--- src/sv/xcrc_pkg.sv ---
// Package for the XMODEM-CRC packet receiver.
// Holds the beat types, the protocol constants and the CRC byte update.
// No dependencies.
package xcrc_pkg;

    localparam int PAGE_BYTES_DEF  = 1024;
    localparam int MAX_PACKETS_DEF = 1024;
    localparam int BLOCK_LEN       = 128;

    localparam logic [15:0] CRC_GEN_POLY = 16'h1021;
    localparam logic [15:0] CRC_SEED     = 16'h0000;
    localparam logic [15:0] CRC_MSB      = 16'h8000;
    localparam logic [7:0]  HDR_SOH      = 8'h01;
    localparam logic [7:0]  HDR_EOT      = 8'h04;

    // Frame positions: payload spans POS_DATA_FIRST..POS_DATA_LAST.
    localparam logic [7:0] POS_DATA_FIRST = 8'd3;
    localparam logic [7:0] POS_DATA_LAST  = 8'd130;
    localparam logic [7:0] POS_CRC_HIGH   = 8'd131;
    localparam logic [7:0] POS_CRC_LOW    = 8'd132;
    localparam logic [7:0] POS_MAX        = 8'd255;

    localparam logic [2:0] KIND_NONE    = 3'd0;
    localparam logic [2:0] KIND_PAYLOAD = 3'd1;
    localparam logic [2:0] KIND_ACK     = 3'd2;
    localparam logic [2:0] KIND_NAK     = 3'd3;
    localparam logic [2:0] KIND_END     = 3'd4;

    typedef struct packed {
        logic       command;
        logic [7:0] rx_byte;
        logic       frame_end;
    } t_in_item;

    typedef struct packed {
        logic [2:0]  kind;
        logic [7:0]  payload;
        logic [16:0] byte_address;
        logic        page_ready;
        logic [6:0]  page_index;
        logic [9:0]  tail_bytes;
    } t_out_item;

    typedef enum logic {
        OP_START = 1'b0,
        OP_BYTE  = 1'b1
    } t_op;

    // Classified beat handed from the front end to the back end.
    typedef struct packed {
        t_op        op;
        logic [7:0] data;
        logic       last;
        logic       is_soh;
        logic       is_eot;
    } t_beat;

    // CRC-16/XMODEM update for one byte, MSB first.
    function automatic logic [15:0] crc_byte(input logic [15:0] crc, input logic [7:0] b);
        logic [15:0] c;
        c = crc ^ {b, 8'h00};
        for (int i = 0; i < 8; i++) begin
            if ((c & CRC_MSB) != 16'h0000) begin
                c = (c << 1) ^ CRC_GEN_POLY;
            end else begin
                c = c << 1;
            end
        end
        return c;
    endfunction

endpackage

--- src/sv/xcrc_front.sv ---
// Front end of the XMODEM-CRC receiver: classifies each input beat.
// Depends on xcrc_pkg.
module xcrc_front (
    input  xcrc_pkg::t_in_item i_item,
    output xcrc_pkg::t_beat    o_beat
);
    import xcrc_pkg::*;

    always_comb begin
        o_beat.op     = i_item.command ? OP_BYTE : OP_START;
        o_beat.data   = i_item.rx_byte;
        o_beat.last   = i_item.frame_end;
        o_beat.is_soh = (i_item.rx_byte == HDR_SOH);
        o_beat.is_eot = (i_item.rx_byte == HDR_EOT);
    end

endmodule

--- src/sv/xcrc_queue.sv ---
// Two-entry queue between the front and back ends of the receiver.
// Depends on xcrc_pkg.
module xcrc_queue (
    input  logic            i_clk,
    input  logic            i_rst_n,
    input  logic            i_push,
    input  xcrc_pkg::t_beat i_beat,
    output logic            o_full,
    input  logic            i_pop,
    output logic            o_valid,
    output xcrc_pkg::t_beat o_beat
);
    import xcrc_pkg::*;

    t_beat      r_mem [2];
    logic       r_wr_ptr;
    logic       r_rd_ptr;
    logic [1:0] r_count;

    logic w_push;
    logic w_pop;

    assign o_full  = (r_count == 2'd2);
    assign o_valid = (r_count != 2'd0);
    assign o_beat  = r_mem[r_rd_ptr];
    assign w_push  = i_push && !o_full;
    assign w_pop   = i_pop && o_valid;

    always_ff @(posedge i_clk) begin
        if (w_push) begin
            r_mem[r_wr_ptr] <= i_beat;
        end
    end

    always_ff @(posedge i_clk) begin
        if (!i_rst_n) begin
            r_wr_ptr <= 1'b0;
            r_rd_ptr <= 1'b0;
            r_count  <= 2'd0;
        end else begin
            if (w_push) begin
                r_wr_ptr <= !r_wr_ptr;
            end
            if (w_pop) begin
                r_rd_ptr <= !r_rd_ptr;
            end
            if (w_push && !w_pop) begin
                r_count <= r_count + 2'd1;
            end else if (w_pop && !w_push) begin
                r_count <= r_count - 2'd1;
            end
        end
    end

endmodule

--- src/sv/xcrc_back.sv ---
// Back end of the receiver: frame tracking, CRC check, packet and page counting,
// and the output register. Depends on xcrc_pkg.
module xcrc_back #(
    parameter int PAGE_BYTES  = xcrc_pkg::PAGE_BYTES_DEF,
    parameter int MAX_PACKETS = xcrc_pkg::MAX_PACKETS_DEF
) (
    input  logic               i_clk,
    input  logic               i_rst_n,
    input  logic               i_valid,
    input  xcrc_pkg::t_beat    i_beat,
    output logic               o_pop,
    output logic               o_out_valid,
    input  logic               i_out_ready,
    output xcrc_pkg::t_out_item o_out_item
);
    import xcrc_pkg::*;

    localparam int PktsPerPage = (PAGE_BYTES / BLOCK_LEN == 0) ? 1 : PAGE_BYTES / BLOCK_LEN;
    localparam int PktW        = ($clog2(PktsPerPage) > 0) ? $clog2(PktsPerPage) : 1;
    localparam int LimitRaw    = (MAX_PACKETS > 0) ? MAX_PACKETS - 1 : 0;
    localparam int CountLimit  = (LimitRaw > 1023) ? 1023 : LimitRaw;

    logic            r_armed,    n_armed;
    logic [7:0]      r_len,      n_len;
    logic            r_hdr,      n_hdr;
    logic [15:0]     r_crc,      n_crc;
    logic [7:0]      r_crc_hi,   n_crc_hi;
    logic [9:0]      r_good,     n_good;
    // Running quotient and remainder of the good count by packets per page.
    logic [9:0]      r_page_cnt, n_page_cnt;
    logic [PktW-1:0] r_pkt,      n_pkt;

    logic            r_out_valid;
    t_out_item       r_out;
    t_out_item       w_out;
    logic            w_fire;
    logic            w_hdr;
    logic [7:0]      w_off;
    logic [16:0]     w_tail;

    assign o_pop       = !r_out_valid || i_out_ready;
    assign w_fire      = i_valid && o_pop;
    assign o_out_valid = r_out_valid;
    assign o_out_item  = r_out;
    assign w_off       = r_len - POS_DATA_FIRST;
    assign w_tail      = {10'(r_pkt), 7'b0};

    always_comb begin
        n_armed    = r_armed;
        n_len      = r_len;
        n_hdr      = r_hdr;
        n_crc      = r_crc;
        n_crc_hi   = r_crc_hi;
        n_good     = r_good;
        n_page_cnt = r_page_cnt;
        n_pkt      = r_pkt;
        w_out      = '0;
        w_hdr      = r_hdr;

        if (w_fire) begin
            case (i_beat.op)
                OP_START: begin
                    n_armed    = 1'b1;
                    n_good     = '0;
                    n_page_cnt = '0;
                    n_pkt      = '0;
                    n_len      = '0;
                    n_hdr      = 1'b0;
                    n_crc      = CRC_SEED;
                    n_crc_hi   = '0;
                end
                OP_BYTE: begin
                    if (r_len == 8'd0) begin
                        w_hdr = i_beat.is_soh;
                    end
                    n_hdr = w_hdr;
                    if (r_len >= POS_DATA_FIRST && r_len <= POS_DATA_LAST) begin
                        n_crc = crc_byte(r_crc, i_beat.data);
                        if (r_armed && w_hdr) begin
                            w_out.kind         = KIND_PAYLOAD;
                            w_out.payload      = i_beat.data;
                            w_out.byte_address = {r_good, w_off[6:0]};
                        end
                    end
                    if (r_len == POS_CRC_HIGH) begin
                        n_crc_hi = i_beat.data;
                    end
                    if (i_beat.last) begin
                        if (r_armed && r_len == 8'd0 && i_beat.is_eot) begin
                            w_out.kind       = KIND_END;
                            w_out.page_index = r_page_cnt[6:0];
                            w_out.tail_bytes = w_tail[9:0];
                            n_armed          = 1'b0;
                        end else if (r_armed && r_len == POS_CRC_LOW && w_hdr) begin
                            if ({r_crc_hi, i_beat.data} == r_crc) begin
                                w_out.kind = KIND_ACK;
                                if (r_good < 10'(CountLimit)) begin
                                    n_good = r_good + 10'd1;
                                    if (r_pkt == PktW'(PktsPerPage - 1)) begin
                                        // This packet closes a page.
                                        w_out.page_ready = 1'b1;
                                        w_out.page_index = r_page_cnt[6:0];
                                        n_page_cnt       = r_page_cnt + 10'd1;
                                        n_pkt            = '0;
                                    end else begin
                                        n_pkt = r_pkt + PktW'(1);
                                    end
                                end
                            end else begin
                                w_out.kind = KIND_NAK;
                            end
                        end
                        n_len    = '0;
                        n_hdr    = 1'b0;
                        n_crc    = CRC_SEED;
                        n_crc_hi = '0;
                    end else if (r_len < POS_MAX) begin
                        n_len = r_len + 8'd1;
                    end
                end
                default: begin
                    n_armed = r_armed;
                end
            endcase
        end
    end

    always_ff @(posedge i_clk) begin
        if (!i_rst_n) begin
            r_armed     <= 1'b0;
            r_len       <= '0;
            r_hdr       <= 1'b0;
            r_crc       <= CRC_SEED;
            r_crc_hi    <= '0;
            r_good      <= '0;
            r_page_cnt  <= '0;
            r_pkt       <= '0;
            r_out_valid <= 1'b0;
        end else begin
            r_armed    <= n_armed;
            r_len      <= n_len;
            r_hdr      <= n_hdr;
            r_crc      <= n_crc;
            r_crc_hi   <= n_crc_hi;
            r_good     <= n_good;
            r_page_cnt <= n_page_cnt;
            r_pkt      <= n_pkt;
            if (w_fire) begin
                r_out_valid <= 1'b1;
            end else if (i_out_ready) begin
                r_out_valid <= 1'b0;
            end
        end
    end

    always_ff @(posedge i_clk) begin
        if (w_fire) begin
            r_out <= w_out;
        end
    end

endmodule

--- src/sv/xmodem_crc_packet_receiver.sv ---
// Top level of the XMODEM-CRC packet receiver.
// Depends on xcrc_pkg, xcrc_front, xcrc_queue and xcrc_back.
//
// Input channel (i_in_valid / o_in_ready / i_in_item): one beat is either a
// start command or one received byte with its end-of-frame mark.
// Output channel (o_out_valid / i_out_ready / o_out_item): exactly one result
// beat per input beat, in order; kind 0 results are delivered too.
//
// A beat is classified on entry and written into a two-entry queue. The back
// end pops one beat per cycle unless the receiver stalls, updates the frame
// state and CRC, and loads the output register. An accepted beat passes the
// queue register and then the output register before o_out_valid rises; with the
// receiver ready, throughput is one beat per cycle (combinational CRC update).
//
// Reset empties the queue and clears the output valid flag, the session and all counters.
// When the receiver stalls, the output register holds its beat, the back end
// stops popping, and o_in_ready falls once the queue holds two beats.
module xmodem_crc_packet_receiver #(
    parameter int PAGE_BYTES  = xcrc_pkg::PAGE_BYTES_DEF,
    parameter int MAX_PACKETS = xcrc_pkg::MAX_PACKETS_DEF
) (
    input  logic                i_clk,
    input  logic                i_rst_n,
    input  logic                i_in_valid,
    output logic                o_in_ready,
    input  xcrc_pkg::t_in_item  i_in_item,
    output logic                o_out_valid,
    input  logic                i_out_ready,
    output xcrc_pkg::t_out_item o_out_item
);
    import xcrc_pkg::*;

    t_beat w_front_beat;
    t_beat w_q_beat;
    logic  w_q_full;
    logic  w_q_valid;
    logic  w_pop;

    assign o_in_ready = !w_q_full;

    xcrc_front u_front (
        .i_item (i_in_item),
        .o_beat (w_front_beat)
    );

    xcrc_queue u_queue (
        .i_clk   (i_clk),
        .i_rst_n (i_rst_n),
        .i_push  (i_in_valid),
        .i_beat  (w_front_beat),
        .o_full  (w_q_full),
        .i_pop   (w_pop),
        .o_valid (w_q_valid),
        .o_beat  (w_q_beat)
    );

    xcrc_back #(
        .PAGE_BYTES  (PAGE_BYTES),
        .MAX_PACKETS (MAX_PACKETS)
    ) u_back (
        .i_clk       (i_clk),
        .i_rst_n     (i_rst_n),
        .i_valid     (w_q_valid),
        .i_beat      (w_q_beat),
        .o_pop       (w_pop),
        .o_out_valid (o_out_valid),
        .i_out_ready (i_out_ready),
        .o_out_item  (o_out_item)
    );

endmodule

--- config.mk ---
export PLATFORM = sky130hd
export DESIGN_NAME = xmodem_crc_packet_receiver
export DESIGN_NICKNAME = d
export VERILOG_FILES = /design/src/sv/xcrc_pkg.sv /design/src/sv/xcrc_front.sv /design/src/sv/xcrc_queue.sv /design/src/sv/xcrc_back.sv /design/src/sv/xmodem_crc_packet_receiver.sv
export SDC_FILE = /design/constraint.sdc
export NUM_CORES = 1
export LEC_CHECK = 0
export BUFFER_PORTS_ARGS = -buffer_cell sky130_fd_sc_hd__buf_2
export CAP_MARGIN = 20
export CORE_ASPECT_RATIO = 1.4
export CORE_MARGIN = 3
export CORE_UTILIZATION = 30
export DETAILED_ROUTE_END_ITERATION = 16
export GPL_ROUTABILITY_DRIVEN = 0
export GPL_TIMING_DRIVEN = 0
export PLACE_DENSITY = 0.53
export SYNTH_ARGS = -nofsm -noshare
export SYNTH_HDL_FRONTEND = slang
export SYNTH_SLANG_ARGS = --single-unit
--- constraint.sdc ---
create_clock -name i_clk -period 3.95 [get_ports i_clk]
set_clock_uncertainty 0.15 [all_clocks]
set_input_delay 0.395 -clock i_clk [delete_from_list [all_inputs] [get_ports i_clk]]
set_output_delay 0.395 -clock i_clk [all_outputs]
set_load 0.005 [all_outputs]
-- After elaboration in Yosys (flattened, before gate mapping)
Memories as Yosys holds them, arrays and structs flattened. A register that Yosys moved wholly into a read port is not among the register bits.
Index checks and enable logic that the tools add are counted.
Widths: inputs -> output; s select.
- add/sub/neg operators: 7
- order comparisons: 4
- equality and inequality tests: 17
- muxes and demuxes: 86
- bitwise logic cells: 14
- reduce and logical (&&, ||, !) cells: 31
- operators by type and width (operator ; count):
    $mux 16 ; 23
    $mux 10 ; 11
    $mux 13 ; 8
    $mux 8 ; 5
    $pmux 10 s2 ; 2
    $pmux 16 s2 ; 1
    $pmux 8 s2 ; 2
    $mux 28 ; 1
    $mux 7 ; 4
    $mux 3 ; 9
    $mux 26 ; 1
    $not 3->3 ; 8
    $add 10x1->10 const B ; 2
    $eq 16x16->1 ; 1
    $eq 8x8->1 const B ; 2
    $xor 16x16->16 ; 1
    $mux 1 ; 14
    $ne 2x2->1 const B ; 7
    $logic_and 1x1->1 ; 10
    $lt 10x10->1 const B ; 1
    $ne 3x3->1 const B ; 3
    $reduce_and 3->1 ; 3
    $add 8x1->8 const B ; 1
    $eq 8x1->1 const B ; 1
    other kinds (22) ; 38
- register bits after elaboration: 108
- memory bits (writable): 24
- bits of input ports: 14
- output and inout bits: 48
- logic and storage cells: 179
- memories: 1
- memories (memory ; words ; bits a word ; read ports ; clocked after Yosys merged registers in ; write ports ; line ; text):
    u_queue.r_mem ; 2 ; 12 ; 1 ; 1 ; 1 ; xcrc_queue.sv:15 ; t_beat r_mem [2];

-- Logic depth before layout (Yosys ltp)
- word-level depth: 41
- mapped depth: 10
- gate-level depth less buffers: 7

-- By module
A second synthesis with hierarchy kept.
- cell total of the unflattened synthesis: 513
- area total of the unflattened synthesis: 5696.7 µm²
- by module, submodules not included (module ; times used ; cells each ; area an instance (µm²) ; seq. area each (µm²)):
    xcrc_back ; 1 ; 435 ; 4471.8 ; 2272.2
    xcrc_queue ; 1 ; 62 ; 1097.3 ; 820.8
    xcrc_front ; 1 ; 15 ; 123.9 ; 0.0
    xmodem_crc_packet_receiver ; 1 ; 1 ; 3.8 ; 0.0

-- Least setup slack after synthesis
Ideal clock, no wire load.
- kind: input to register
- start point: in i_out_ready
- end point: reg u_back.r_good[0]
- setup time: 0.084 ns
- arrival time: 2.507 ns
- data required time: 3.716 ns
- setup slack: 1.209 ns
- stages on the path: 6
- path buffers: 0
- path through: nand2b_1 > o21ai_1 > inv_1 > nand2_1 > or4_4 > o31ai_2
- longest elaborated chain between the ends: 3
- RTL lines (what ; line ; text):
    from (decl) ; xmodem_crc_packet_receiver.sv:28 ; input logic i_out_ready,
    $logic_or 1x1->1 ; xcrc_back.sv:41 ; assign o_pop = !r_out_valid || i_out_ready;
    $logic_and 1x1->1 ; xcrc_back.sv:42 ; assign w_fire = i_valid && o_pop;
    net u_back.w_fire ; xcrc_back.sv:36 ; logic w_fire;
    $reduce_and 6->1 (no source line) ; -- ;
    to (signal assigned) ; xcrc_back.sv:145 ; r_good <= n_good;
    to (decl) ; xcrc_back.sv:28 ; logic [9:0] r_good, n_good;
The timed path passes the listed nets, and every way through them passes these cells.
A chain may end at the register's enable or synchronous reset.

-- Final worst setup path
- start point: reg u_back.r_len[5]
- end point: reg u_back.r_pkt[0]
- longest elaborated chain between the ends: 7
- elaborated cells on any way between the ends: 12
- classes of those cells: 3 x eq/ne; 3 x mux; 6 x reduce/logical
- RTL lines (what ; line ; text):
    from (decl) ; xcrc_back.sv:24 ; logic [7:0] r_len, n_len;
    from (signal assigned) ; xcrc_back.sv:141 ; r_len <= n_len;
    $logic_not 8->1 ; xcrc_back.sv:73, xcrc_back.sv:89 ;
    $mux 1 ; xcrc_back.sv:73 ; if (r_len == 8'd0) begin
    $mux 1 ; xcrc_back.sv:61 ; case (i_beat.op)
    $mux 1 ; xcrc_back.sv:60 ; if (w_fire) begin
    $logic_and 1x1->1 ; xcrc_back.sv:94 ; end else if (r_armed && r_len == POS_CRC_LOW && w_hdr) begin
    $ne 2x2->1 (no source line) ; -- ;
    $reduce_and 6->1 (no source line) * ; -- ;
    to (signal assigned) ; xcrc_back.sv:147 ; r_pkt <= n_pkt;
    to (decl) ; xcrc_back.sv:31 ; logic [PktW-1:0] r_pkt, n_pkt;
Mark *: on every way between the ends. The rest lies on a longest branch, timed or not. The select of a mux whose other input is x is not followed.

==> reports/results.tsv <==
metric	value	unit
grt-ovfl-total	0	
ys.flop_type	edfxtp_1	
critPathCapture	u_back.r_pkt[0]$_SDFFE_PN0P_	
wl_per_cell	15.0	µm
finalCritPeriodShare	76.3	%
clock_path_buffers	2	
cp.depth	7	
drt-initial-drc-count	236	
post_cts_buffers	0	
start_kind	flop	
fin_tns_setup	0	ns
cts_buffers	17	
syn_to_final_growth	19.9	%
cts-resized-gates	0	
regToRegStartpoint	u_back.r_len[5]$_SDFFE_PN0P_	
min_period	3.01	ns
synth-seq-cells	123	
ios	62	
grt_use_met1	14.1	%
core	18800	µm²
setup.worst_path.start	u_back.r_len[5]$_SDFFE_PN0P_	
num_rows	59	
cts_tree	done	
buffer_ports.inserted	53	
cts_sinks	123	
routed_wl	13100	µm
die_h	171	µm
critPathRequiredTime	4.16	ns
worst_pin_slew	0.948	ns
critical-path-top-delay-family	simple AND/OR/NAND/NOR gates	
r2r-end	u_back.r_pkt[0]$_SDFFE_PN0P_	
path_cells	clkbuf_1 -> nor3_4 -> nand4_1 -> nor4_2 -> nand4_1 -> or4_1 -> nand2_1	
dr.pass1.iters	4	
vias	4102	
r2r_cells	7	
synth_edf_count	63	
fp.dieArea	21100	µm²
synth.distinct_cells	65	
cts-hold-fix-buffers	0	
antenna_found_initial	0	
dieWidth	124	µm
grtUsageTotal	13.0	%
layout.cells.most_common	edfxtp_1	
vdd_drop_max	0.308	mV
syn_inst	541	
start_util	30.9	%
yosysSeqAreaShare	53.2	%
final_cell_mix	edfxtp_1 (63), dfxtp_1 (60), buf_2 (54), nor2_1 (41), xnor2_1 (41)	
report.final.slew_viol_count	0	
busiest_layer	met2	
dp.cells	844	
rsz0062_at_grt	false	
met2_usage	23.7	%
status	finished, final reports clean	
nets	642	
maxSlewHeadroom	36.7	%
max_stage_delay	0.67	ns
crit_top_cell	nand4_1	
worstPathArrival	3.22	ns
grt_pass1_vias	4158	
worst-path-buf-inv	1	
insertion_delay	0.42	ns
crit_fanout	9	
dp_hpwl	9710	µm
clock-root-buffer	clkbuf_16	
grt_max_degree	46	
async_flop_share	0	%
cts.clk_slew.worst_paths	0.05	ns
n_antenna_cell	0	
hold_class	in -> reg	
cp-end-kind	flop	
syn_avg_cell_area	10.8	µm²
ys_warn_count	0	
final_cells	876	
met3_usage	2.91	%
via_per_inst	4.68	
power.density	614	nW/µm²
max_freq	332	MHz
leakage	2.61	nW
regToRegSetupSlack	0.94	ns
critPathKind	reg -> reg	
htree_levels	4	
drive_gt1_share	17.7	%
cap_violations	0	
grt_pass1_wl	21100	µm
hold_viol	0	
drc	0	
setup_viol	0	
syn_area	5820	µm²
antenna_left	0	
crit_slowest_cell	nor4_2	
[metrics by stage]
step,hold WS [ns],util [%],area [µm²],worst slack (ns),power (W)
floorplan,0.300,-,5840,1.21,0.00245
global placement,0.315,34.1,6410,0.344,0.00282
detailed placement,0.329,34.1,6410,0.964,0.00284
CTS,0.0134,37.0,6970,0.991,0.00433
global route,0.0173,37.1,6980,0.664,0.00451
finish,0.0234,37.1,6980,0.936,0.00428
[layout make-up]
type | instances | area [µm²]
clock inverter | 13 | 128
timing repair buffer | 54 | 273
sequential | 123 | 3090
multi-input combinational | 377 | 2520
clock buffer | 18 | 429
inverter | 16 | 60.1
buffer | 31 | 168
fill | 1857 | 11800
tap | 244 | 305
[flip-flops by register name, summed over array words and instances, names as in the netlist, 2 cells and up, named ones only]
name,flops
u_back.r_good,10
u_back.r_pkt,3
u_queue.r_mem,24
u_back.r_len,8
u_back.r_crc,16
u_back.r_crc_hi,8
u_queue.r_count,2
u_back.r_page_cnt,7
u_back.o_out_item,39
[kinds of logic (layout without fill, tap and decap cells)]
logic type      Yosys count  in the layout  synth area share [%]
other cells               1              7                0.0645
fa+ha+maj                 8              8                  1.72
xor+xnor                 51             51                  7.68
buf+inv                  47            132                  3.91
simple gates            218            218                  21.0
mux                      19             19                  3.40
flops                   123            123                  53.2
compound gates           74             74                  9.05
[report_power, final]
group,leakage [nW],switching [W],internal (W)
clock,0.267,0.000565,0.000916
sequential,1.10,0.0000730,0.00161
combinational,1.25,0.000712,0.000400
[worst min path at each step]
stage	start	end	slack, ns	depth (start not counted)
final	i_in_item[0]	u_queue.r_mem[0][2]$_DFFE_PP_	0.02	1
after global placement	u_back.r_good[8]$_SDFFE_PN0P_	u_back.r_good[8]$_SDFFE_PN0P_	0.31	2
after floorplan	u_back.r_pkt[0]$_SDFFE_PN0P_	u_back.r_pkt[0]$_SDFFE_PN0P_	0.30	2
after global routing	i_in_item[9]	u_queue.r_mem[0][11]$_DFFE_PP_	0.02	1
after detailed placement	u_back.r_good[9]$_SDFFE_PN0P_	u_back.r_good[9]$_SDFFE_PN0P_	0.33	2
after CTS	i_in_item[0]	u_queue.r_mem[0][2]$_DFFE_PP_	0.01	1
[layer usage]
| metal | wire length (µm) | up-vias |
|---|---|---|
| li1 | - | 2079 |
| met5 | 0 | - |
| met3 | 482 | 16 |
| met1 | 5400 | 1924 |
| met4 | 240 | 0 |
| met2 | 7010 | 83 |
[cell usage after synthesis (all sizes together), types with 13 or more instances]
library cell | n | area, µm²
and2 | 32 | 201
xnor2 | 41 | 359
nand3 | 25 | 125
nand2 | 34 | 128
clkbuf | 21 | 78.8
inv | 16 | 60.1
nor3 | 13 | 81.3
mux2i | 19 | 198
a22oi | 14 | 105
nand4 | 13 | 93.8
nor2b | 20 | 125
edfxtp | 63 | 1890
o21ai | 14 | 70.1
dfxtp | 60 | 1200
nor2 | 41 | 154
(Power assumes the default switching activity.)
